<file path="config.mk">
export PLATFORM = sky130hd
export DESIGN_NAME = savitzky_golay_fir_filter_unit
export DESIGN_NICKNAME = d
export VERILOG_FILES = /design/src/design/sgf_pkg.sv /design/src/design/sgf_cell.sv /design/src/design/sgf_mac.sv /design/src/design/savitzky_golay_fir_filter_unit.sv
export SDC_FILE = /design/constraint.sdc
export NUM_CORES = 2
export LEC_CHECK = 0
export BUFFER_PORTS_ARGS = -buffer_cell sky130_fd_sc_hd__buf_2
export CAP_MARGIN = 20
export CORE_MARGIN = 8
export CORE_UTILIZATION = 50
export CTS_CLUSTER_DIAMETER = 200
export DETAILED_ROUTE_END_ITERATION = 16
export PLACE_DENSITY_LB_ADDON = 0.2
export SLEW_MARGIN = 40
export SYNTH_ARGS = -nofsm -noshare
export SYNTH_HDL_FRONTEND = slang
export SYNTH_HIERARCHICAL = 1
export SYNTH_SLANG_ARGS = --single-unit
</file>
<file path="constraint.sdc">
create_clock -name aclk -period 14.6 [get_ports aclk]
set_input_delay 2.92 -clock aclk [delete_from_list [all_inputs] [get_ports aclk]]
set_output_delay 2.92 -clock aclk [all_outputs]
set_load 0.03 [all_outputs]
</file>
<file path="src/design/sgf_pkg.sv">
// ----------------------------------------------------------------------------
// sgf_pkg
// Shared constants and types of the Savitzky-Golay FIR filter unit: field
// widths, operation codes, register map and the cell control bundle.
// ----------------------------------------------------------------------------
package sgf_pkg;

    localparam int MAX_TAPS_DEFAULT        = 16;
    localparam int SAMPLE_BITS_DEFAULT     = 16;
    localparam int COEFF_FRAC_BITS_DEFAULT = 12;

    localparam int COEFF_BITS       = 16;
    localparam int OUT_BITS         = 24;
    localparam int TAP_COUNT_BITS   = 5;
    localparam int COEFF_INDEX_BITS = 4;

    localparam int APB_ADDR_BITS = 3;
    localparam int APB_DATA_BITS = 32;

    localparam logic [TAP_COUNT_BITS-1:0] TAP_COUNT_RESET = 5'd7;
    localparam logic [APB_ADDR_BITS-1:0]  ADDR_TAP_COUNT  = 3'd0;

    localparam logic OP_FILTER = 1'b0;
    localparam logic OP_LOAD   = 1'b1;

    typedef struct packed {
        logic sample_shift;  // rotate the sample ring one position up
        logic coeff_shift;   // rotate the coefficient ring one position down
        logic active;        // cell lies inside the current window
        logic last;          // cell is the top of the current window
    } cell_ctrl_t;

endpackage

</file>
<file path="src/design/sgf_cell.sv">
// ----------------------------------------------------------------------------
// sgf_cell
// One tap cell: holds one slot of the sample ring and one coefficient.
// Samples rotate upward and coefficients downward within the active window.
// ----------------------------------------------------------------------------
module sgf_cell #(
    parameter int SAMPLE_BITS = sgf_pkg::SAMPLE_BITS_DEFAULT
) (
    input  logic                                 aclk,
    input  logic                                 aresetn,
    input  sgf_pkg::cell_ctrl_t                  ctrl,
    input  logic                                 sample_wr,
    input  logic signed [SAMPLE_BITS-1:0]        sample_wdata,
    input  logic                                 coeff_wr,
    input  logic signed [sgf_pkg::COEFF_BITS-1:0] coeff_wdata,
    input  logic signed [SAMPLE_BITS-1:0]        sample_from_lower,
    input  logic signed [sgf_pkg::COEFF_BITS-1:0] coeff_from_upper,
    input  logic signed [sgf_pkg::COEFF_BITS-1:0] coeff_from_first,
    output logic signed [SAMPLE_BITS-1:0]        sample_q,
    output logic signed [sgf_pkg::COEFF_BITS-1:0] coeff_q
);

    logic signed [SAMPLE_BITS-1:0]         sample_reg;
    logic signed [SAMPLE_BITS-1:0]         sample_next;
    logic signed [sgf_pkg::COEFF_BITS-1:0] coeff_reg;
    logic signed [sgf_pkg::COEFF_BITS-1:0] coeff_next;

    always_comb begin
        sample_next = sample_reg;
        if (sample_wr) begin
            sample_next = sample_wdata;
        end else if (ctrl.sample_shift && ctrl.active) begin
            sample_next = sample_from_lower;
        end
    end

    always_comb begin
        coeff_next = coeff_reg;
        if (coeff_wr) begin
            coeff_next = coeff_wdata;
        end else if (ctrl.coeff_shift && ctrl.active) begin
            // top of the window wraps around to the first cell
            coeff_next = ctrl.last ? coeff_from_first : coeff_from_upper;
        end
    end

    always_ff @(posedge aclk) begin
        if (!aresetn) begin
            sample_reg <= '0;
            coeff_reg  <= '0;
        end else begin
            sample_reg <= sample_next;
            coeff_reg  <= coeff_next;
        end
    end

    assign sample_q = sample_reg;
    assign coeff_q  = coeff_reg;

endmodule

</file>
<file path="src/design/sgf_mac.sv">
// ----------------------------------------------------------------------------
// sgf_mac
// Multiply-accumulate unit fed from the first cell: registered product,
// then accumulate in the following cycle.
// ----------------------------------------------------------------------------
module sgf_mac #(
    parameter int MAX_TAPS    = sgf_pkg::MAX_TAPS_DEFAULT,
    parameter int SAMPLE_BITS = sgf_pkg::SAMPLE_BITS_DEFAULT
) (
    input  logic                                  aclk,
    input  logic                                  aresetn,
    input  logic                                  clear,
    input  logic                                  issue,
    input  logic signed [SAMPLE_BITS-1:0]         sample,
    input  logic signed [sgf_pkg::COEFF_BITS-1:0] coeff,
    output logic signed [SAMPLE_BITS+sgf_pkg::COEFF_BITS+$clog2(MAX_TAPS)-1:0] acc,
    output logic                                  busy
);

    localparam int PROD_W = SAMPLE_BITS + sgf_pkg::COEFF_BITS;
    localparam int ACC_W  = PROD_W + $clog2(MAX_TAPS);

    logic signed [PROD_W-1:0] prod_reg;
    logic signed [PROD_W-1:0] prod_next;
    logic                     prod_vld_reg;
    logic                     prod_vld_next;
    logic signed [ACC_W-1:0]  acc_reg;
    logic signed [ACC_W-1:0]  acc_next;

    always_comb begin
        prod_next     = sample * coeff;
        prod_vld_next = issue;
        acc_next      = acc_reg;
        if (clear) begin
            acc_next = '0;
        end else if (prod_vld_reg) begin
            acc_next = acc_reg + ACC_W'(prod_reg);
        end
    end

    always_ff @(posedge aclk) begin
        if (!aresetn) begin
            prod_vld_reg <= 1'b0;
            acc_reg      <= '0;
        end else begin
            prod_vld_reg <= prod_vld_next;
            acc_reg      <= acc_next;
        end
    end

    always_ff @(posedge aclk) begin
        prod_reg <= prod_next;
    end

    assign acc  = acc_reg;
    assign busy = prod_vld_reg;

    // a cleared accumulator starts empty with no product in flight
    assert property (@(posedge aclk) disable iff (!aresetn)
        clear |=> (acc_reg == '0) && !prod_vld_reg)
        else $error("sgf_mac: accumulator not empty after clear");

endmodule

</file>
<file path="src/design/savitzky_golay_fir_filter_unit.sv">
// ----------------------------------------------------------------------------
// savitzky_golay_fir_filter_unit
// Circular-buffer FIR filter with a loadable coefficient table, built as a
// row of tap cells that rotate the sample ring and coefficients past a
// single multiply-accumulate unit.
//
//   channel | direction | handshake          | payload
//   --------+-----------+--------------------+---------------------------------
//   s_      | in        | s_valid / s_ready  | op, sample, coeff_index, value
//   m_      | out       | m_valid / m_ready  | filtered
//   apb     | in        | psel/penable/pready| tap_count at byte address 0
//
// A coefficient-load word is written into its cell in ST_IDLE. A sample word
// with window length n runs PRE, COMP, POST, DRAIN and FIN (PRE and POST
// only when the head slot is not 0). The sample ring turns one position per
// cycle in the cell row, 2n positions (n from slot 0); coefficients turn once.
// Reset (aresetn low, synchronous) clears ring, table, head and tap_count=7.
// A finished result waits in the output register; s_ready returns once it
// has moved there, so a stalled m_ready holds the next word in its last step.
// ----------------------------------------------------------------------------
module savitzky_golay_fir_filter_unit #(
    parameter int MAX_TAPS        = sgf_pkg::MAX_TAPS_DEFAULT,
    parameter int SAMPLE_BITS     = sgf_pkg::SAMPLE_BITS_DEFAULT,
    parameter int COEFF_FRAC_BITS = sgf_pkg::COEFF_FRAC_BITS_DEFAULT
) (
    input  logic                                        aclk,
    input  logic                                        aresetn,

    input  logic                                        s_valid,
    output logic                                        s_ready,
    input  logic                                        s_op,
    input  logic signed [SAMPLE_BITS-1:0]               s_sample,
    input  logic [sgf_pkg::COEFF_INDEX_BITS-1:0]        s_coeff_index,
    input  logic signed [sgf_pkg::COEFF_BITS-1:0]       s_coeff_value,

    output logic                                        m_valid,
    input  logic                                        m_ready,
    output logic signed [sgf_pkg::OUT_BITS-1:0]         m_filtered,

    input  logic                                        psel,
    input  logic                                        penable,
    input  logic                                        pwrite,
    input  logic [sgf_pkg::APB_ADDR_BITS-1:0]           paddr,
    input  logic [sgf_pkg::APB_DATA_BITS-1:0]           pwdata,
    output logic [sgf_pkg::APB_DATA_BITS-1:0]           prdata,
    output logic                                        pready
);

    localparam int HW    = $clog2(MAX_TAPS);
    localparam int NW    = $clog2(MAX_TAPS + 1);
    localparam int ACC_W = SAMPLE_BITS + sgf_pkg::COEFF_BITS + $clog2(MAX_TAPS);
    localparam int OW    = sgf_pkg::OUT_BITS;
    localparam int DW    = sgf_pkg::APB_DATA_BITS;
    localparam int TW    = sgf_pkg::TAP_COUNT_BITS;

    localparam logic [2:0] ST_IDLE  = 3'd0;
    localparam logic [2:0] ST_PRE   = 3'd1;
    localparam logic [2:0] ST_COMP  = 3'd2;
    localparam logic [2:0] ST_POST  = 3'd3;
    localparam logic [2:0] ST_DRAIN = 3'd4;
    localparam logic [2:0] ST_FIN   = 3'd5;

    logic [TW-1:0]  tap_count_reg;
    logic [TW-1:0]  tap_count_next;
    logic [HW-1:0]  ring_head_reg;
    logic [HW-1:0]  ring_head_next;
    logic [2:0]     state_reg;
    logic [2:0]     state_next;
    logic [HW-1:0]  cnt_reg;
    logic [HW-1:0]  cnt_next;
    logic [HW-1:0]  head_reg;
    logic [HW-1:0]  head_next;
    logic           m_valid_reg;
    logic           m_valid_next;
    logic signed [OW-1:0] m_filtered_reg;
    logic signed [OW-1:0] m_filtered_next;

    logic [NW-1:0]  n_eff;
    logic [HW-1:0]  n_last;
    logic [HW-1:0]  head_eff;
    logic           cfg_write;
    logic           accept_sample;
    logic           accept_load;
    logic           sample_shift;
    logic           coeff_shift;
    logic           mac_clear;
    logic           mac_issue;
    logic           mac_busy;
    logic signed [ACC_W-1:0] mac_acc;
    logic signed [ACC_W-1:0] acc_shift;

    logic signed [SAMPLE_BITS-1:0]         cell_sample [MAX_TAPS];
    logic signed [sgf_pkg::COEFF_BITS-1:0] cell_coeff  [MAX_TAPS];
    logic signed [SAMPLE_BITS-1:0]         ring_tail;

    // ---------------- configuration port ----------------
    assign pready    = 1'b1;
    assign cfg_write = psel && penable && pwrite && (paddr == sgf_pkg::ADDR_TAP_COUNT);
    assign prdata    = (paddr == sgf_pkg::ADDR_TAP_COUNT) ? DW'(tap_count_reg) : '0;

    always_comb begin
        tap_count_next = tap_count_reg;
        if (cfg_write) begin
            tap_count_next = pwdata[TW-1:0];
        end
    end

    // ---------------- window length and head slot ----------------
    always_comb begin
        if (tap_count_reg == '0) begin
            n_eff = NW'(1);
        end else if (int'(tap_count_reg) > MAX_TAPS) begin
            n_eff = NW'(MAX_TAPS);
        end else begin
            n_eff = NW'(tap_count_reg);
        end
    end

    assign n_last   = HW'(n_eff - NW'(1));
    assign head_eff = (NW'(ring_head_reg) >= n_eff) ? '0 : ring_head_reg;

    assign s_ready       = (state_reg == ST_IDLE);
    assign accept_sample = s_valid && s_ready && (s_op == sgf_pkg::OP_FILTER);
    assign accept_load   = s_valid && s_ready && (s_op == sgf_pkg::OP_LOAD);

    assign acc_shift = mac_acc >>> COEFF_FRAC_BITS;

    // ---------------- sequencer ----------------
    always_comb begin
        state_next      = state_reg;
        cnt_next        = cnt_reg;
        head_next       = head_reg;
        ring_head_next  = ring_head_reg;
        sample_shift    = 1'b0;
        coeff_shift     = 1'b0;
        mac_clear       = 1'b0;
        mac_issue       = 1'b0;
        m_valid_next    = m_valid_reg && !m_ready;
        m_filtered_next = m_filtered_reg;
        case (state_reg)
            ST_IDLE: begin
                if (accept_sample) begin
                    mac_clear      = 1'b1;
                    head_next      = head_eff;
                    ring_head_next = (head_eff == n_last) ? '0 : head_eff + 1'b1;
                    if (head_eff == '0) begin
                        state_next = ST_COMP;
                        cnt_next   = n_last;
                    end else begin
                        // pre-roll the samples so the head slot reaches cell 0
                        state_next = ST_PRE;
                        cnt_next   = HW'(n_eff - NW'(head_eff) - NW'(1));
                    end
                end
            end
            ST_PRE: begin
                sample_shift = 1'b1;
                if (cnt_reg == '0) begin
                    state_next = ST_COMP;
                    cnt_next   = n_last;
                end else begin
                    cnt_next = cnt_reg - 1'b1;
                end
            end
            ST_COMP: begin
                sample_shift = 1'b1;
                coeff_shift  = 1'b1;
                mac_issue    = 1'b1;
                if (cnt_reg == '0) begin
                    if (head_reg == '0) begin
                        state_next = ST_DRAIN;
                    end else begin
                        // finish the turn so each sample lands in its own slot
                        state_next = ST_POST;
                        cnt_next   = head_reg - 1'b1;
                    end
                end else begin
                    cnt_next = cnt_reg - 1'b1;
                end
            end
            ST_POST: begin
                sample_shift = 1'b1;
                if (cnt_reg == '0) begin
                    state_next = ST_DRAIN;
                end else begin
                    cnt_next = cnt_reg - 1'b1;
                end
            end
            ST_DRAIN: begin
                state_next = ST_FIN;
            end
            ST_FIN: begin
                // hold until the output register is free
                if (!m_valid_reg || m_ready) begin
                    m_valid_next    = 1'b1;
                    m_filtered_next = OW'(acc_shift);
                    state_next      = ST_IDLE;
                end
            end
            default: begin
                state_next = ST_IDLE;
            end
        endcase
    end

    always_ff @(posedge aclk) begin
        if (!aresetn) begin
            tap_count_reg <= sgf_pkg::TAP_COUNT_RESET;
            ring_head_reg <= '0;
            state_reg     <= ST_IDLE;
            m_valid_reg   <= 1'b0;
        end else begin
            tap_count_reg <= tap_count_next;
            ring_head_reg <= ring_head_next;
            state_reg     <= state_next;
            m_valid_reg   <= m_valid_next;
        end
    end

    always_ff @(posedge aclk) begin
        cnt_reg        <= cnt_next;
        head_reg       <= head_next;
        m_filtered_reg <= m_filtered_next;
    end

    assign m_valid    = m_valid_reg;
    assign m_filtered = m_filtered_reg;

    // ---------------- cell row ----------------
    assign ring_tail = cell_sample[n_last];

    for (genvar j = 0; j < MAX_TAPS; j++) begin : g_cell
        localparam logic [NW-1:0] JN = NW'(j);

        sgf_pkg::cell_ctrl_t                   ctrl;
        logic signed [SAMPLE_BITS-1:0]         from_lower;
        logic signed [sgf_pkg::COEFF_BITS-1:0] from_upper;

        assign ctrl.sample_shift = sample_shift;
        assign ctrl.coeff_shift  = coeff_shift;
        assign ctrl.active       = (JN < n_eff);
        assign ctrl.last         = ((JN + NW'(1)) == n_eff);

        if (j == 0) begin : g_first
            assign from_lower = ring_tail;
        end else begin : g_mid
            assign from_lower = cell_sample[j-1];
        end

        if (j == MAX_TAPS - 1) begin : g_top
            assign from_upper = cell_coeff[0];
        end else begin : g_below
            assign from_upper = cell_coeff[j+1];
        end

        sgf_cell #(
            .SAMPLE_BITS (SAMPLE_BITS)
        ) u_cell (
            .aclk              (aclk),
            .aresetn           (aresetn),
            .ctrl              (ctrl),
            .sample_wr         (accept_sample && (head_eff == HW'(j))),
            .sample_wdata      (s_sample),
            .coeff_wr          (accept_load && (int'(s_coeff_index) == j)),
            .coeff_wdata       (s_coeff_value),
            .sample_from_lower (from_lower),
            .coeff_from_upper  (from_upper),
            .coeff_from_first  (cell_coeff[0]),
            .sample_q          (cell_sample[j]),
            .coeff_q           (cell_coeff[j])
        );
    end

    sgf_mac #(
        .MAX_TAPS    (MAX_TAPS),
        .SAMPLE_BITS (SAMPLE_BITS)
    ) u_mac (
        .aclk    (aclk),
        .aresetn (aresetn),
        .clear   (mac_clear),
        .issue   (mac_issue),
        .sample  (cell_sample[0]),
        .coeff   (cell_coeff[0]),
        .acc     (mac_acc),
        .busy    (mac_busy)
    );

    // ---------------- checks ----------------
    assert property (@(posedge aclk) disable iff (!aresetn)
        (state_reg == ST_FIN) |-> !mac_busy)
        else $error("filter: product still in flight at finish");

    assert property (@(posedge aclk) disable iff (!aresetn)
        $rose(m_valid_reg) |-> ($past(state_reg) == ST_FIN))
        else $error("filter: result loaded outside finish step");

    assert property (@(posedge aclk) disable iff (!aresetn)
        (state_reg != ST_IDLE) |-> (NW'(ring_head_reg) < n_eff))
        else $error("filter: ring head left the window");

endmodule
</file>
==> metrics.csv <==
metric,value,unit
synth.avg_cell_area,9.78,sq um
gp_congestion,0.842,
grt_max_degree,133,
final_cells,5727,
die_height,316,um
wl,119000,um
ys_seq_area_frac,0.285,
fin_crit_sh,0.495,
nets,4979,
cap_viol_max_count,0,
port-buffer-count,82,
synthArstFlopShare,0,
synth-xor-area-share,0.0146,
yosys_warnings,6,
syn-cell-area,45100,sq um
dieArea,100000,sq um
num_io_pins,138,
worstSetupEndpointType,flip-flop,
utilization,0.534,
drc,0,
cp_num_buf_inv,4,
arrival,7.76,ns
syn_inst,4607,
vias_per_cell,5.94,
place_worst_setup_slack,7.38,ns
fin_crit,7.23,ns
clock_path_buffers,3,
core,89700,sq um
critPathMaxStageDelay,0.85,ns
r2r-start,g_cell[0].u_cell/coeff_q[4],
ys_seq_elements,626,
drive_gt1_frac,0.107,
synth-simple-area-share,0.159,
grt_use_total,0.233,
status,"complete, no violations",
total_power,0.00497,W
layout_setup_ws,7.37,ns
synth_compound_area_frac,0.209,
grt-ovfl-total,0,
hp-class,flip-flop to flip-flop,
drt_first_pass_iters,6,
fin_skew,0.0233,ns
vias,34000,
grt_pass1_vias,33000,
path_delay_family,adder cells,
grt_antenna_before_repair,1,
critPathKind,flip-flop to flip-flop,
synth_fa_ha_area_frac,0.155,
clk_transition_reported_paths,0.06,ns
vdd_drop_max,104,uV
cts_resized,0,
synth_top_family_by_area,compound AO/OA/AOI/OAI gates,
synthFlopType,dfxtp_1,
start_util,0.502,
ctsHtreeMaxLevel,3,
rsz0062_at_grt,no,
final_max_slew_viol_count,0,
cts_sinks,626,
finalHoldViolCount,0,
critPathMostFrequentCell,fa_1,
max_slew_margin,0.432,
cp_slowest_cell,dfxtp_1,
setup_viol,0,
rows,110,
fin_setup_tns,0,ns
holdCritStartpoint,g_cell[11].u_cell/coeff_q[0],
fmax,138,MHz
synth_edf_count,32,
dp_hpwl,80100,um
muxShareOfSynthArea,0.0965,
first_iter_violations,2556,
die-width,316,um
routedWlPerCell,20.8,um
area.growth.synth_to_final,6.37,%
cts_hold_buffers,0,
post_cts_buffers,0,
ant_nets,0,
grt_pass1_wl,189000,um
cts_root_buffer,clkbuf_16,
p_leak,23.5,nW
dp_cells,5599,
cts_made_buffers,74,
synth_cell_types,84,
crit_required,15.13,ns
power_density,104,nW/um^2
path_cells,"buf_4, nand2_1, fa_1, inv_1, fa_1, fa_1, fa_1, fa_1, inv_1, fa_1, inv_1, ha_1, and4_1, and3_1, a221oi_1, o21ai_0, a21oi_1, o21ai_0, nand4_1, nand4b_1, a21oi_1, xnor2_1",
startpoint_type,flip-flop,
critPathLaunch,g_cell[0].u_cell/coeff_q[4],
worstPathMaxFanout,19,
cts_tree,yes,
tightestPinTransition,0.851,ns
clock_latency,0.64,ns
worst paths after layout:
check / endpoint / slack [ns] / depth (start not counted)
max: u_mac/prod_reg[31] / 7.37 / 22
min: g_cell[11].u_cell/coeff_q[0] / 0.45 / 1
min reg2reg: g_cell[11].u_cell/coeff_q[0] / 0.45 / 1
max reg2reg: u_mac/prod_reg[31] / 7.37 / 22
report_power, final:
group | leakage, nW | switching (W) | internal [W]
Sequential | 5.11 | 0.000236 | 0.00190
Combinational | 17.3 | 0.000606 | 0.000418
Clock | 1.13 | 0.000757 | 0.00105
Total | 23.5 | 0.00160 | 0.00337
placed cells by master (no fill, tap or decap), drive strengths merged, types with 84 or more instances in the layout:
cell type / Yosys / routed
dfxtp: 594 / 594
nand2: 437 / 437
inv: 342 / 346
mux2i: 286 / 286
nor2b: 283 / 283
nand2b: 275 / 275
fa: 264 / 264
a211o: 257 / 257
o211a: 256 / 256
a32o: 256 / 256
buf: 240 / 167
and2: 154 / 154
ha: 136 / 136
nor2: 118 / 118
clkbuf: 138 / 107
a21oi: 84 / 84
logic make-up after synthesis:
group / after synthesis
other cells: 2
flops: 626
mux: 351
simple gates: 1363
fa+ha+maj: 400
xor+xnor: 75
compound gates: 1070
buf+inv: 720
synthesized netlist by cell type, types with 64 or more instances:
| cell type | n | area, sq um |
|---|---|---|
| a211o_1 | 193 | 1690 |
| a211o_2 | 64 | 641 |
| a21oi_1 | 83 | 415 |
| a32o_1 | 256 | 2560 |
| and2_1 | 154 | 963 |
| buf_2 | 87 | 435 |
| buf_4 | 95 | 713 |
| clkbuf_1 | 121 | 454 |
| dfxtp_1 | 594 | 11900 |
| fa_1 | 264 | 5290 |
| ha_1 | 136 | 1700 |
| inv_1 | 340 | 1280 |
| mux2i_1 | 286 | 2860 |
| nand2_1 | 436 | 1640 |
| nand2b_1 | 275 | 1720 |
| nor2_1 | 115 | 432 |
| nor2b_1 | 283 | 1770 |
| o211a_1 | 256 | 2560 |
layer usage:
layer | vias to the layer above | global-route usage | wire length, um
li1 | 16000 | - | -
met1 | 17000 | 0.327 | 55000
met2 | 841 | 0.375 | 54900
met3 | 165 | 0.0369 | 6640
met4 | 0 | 0.0567 | 2550
met5 | - | 0 | 0
final cells by class:
class	instances	area, sq um
inverters	342	1280
multi-input cells	3289	28900
clock buffers	107	2100
well taps	1176	1470
repair buffers	167	1100
fillers	8211	41800
diodes	1	2.50
clock inverters	19	220
flip-flops and latches	626	12900
stage by stage:
step	hold slack [ns]	cell area, sq um
after floorplan	0.431	45200
after global placement	0.440	45500
after detailed placement	0.446	45600
after CTS	0.460	47900
after global routing	0.468	47900
final	0.454	47900
Power figures use the tool's default switching activity.
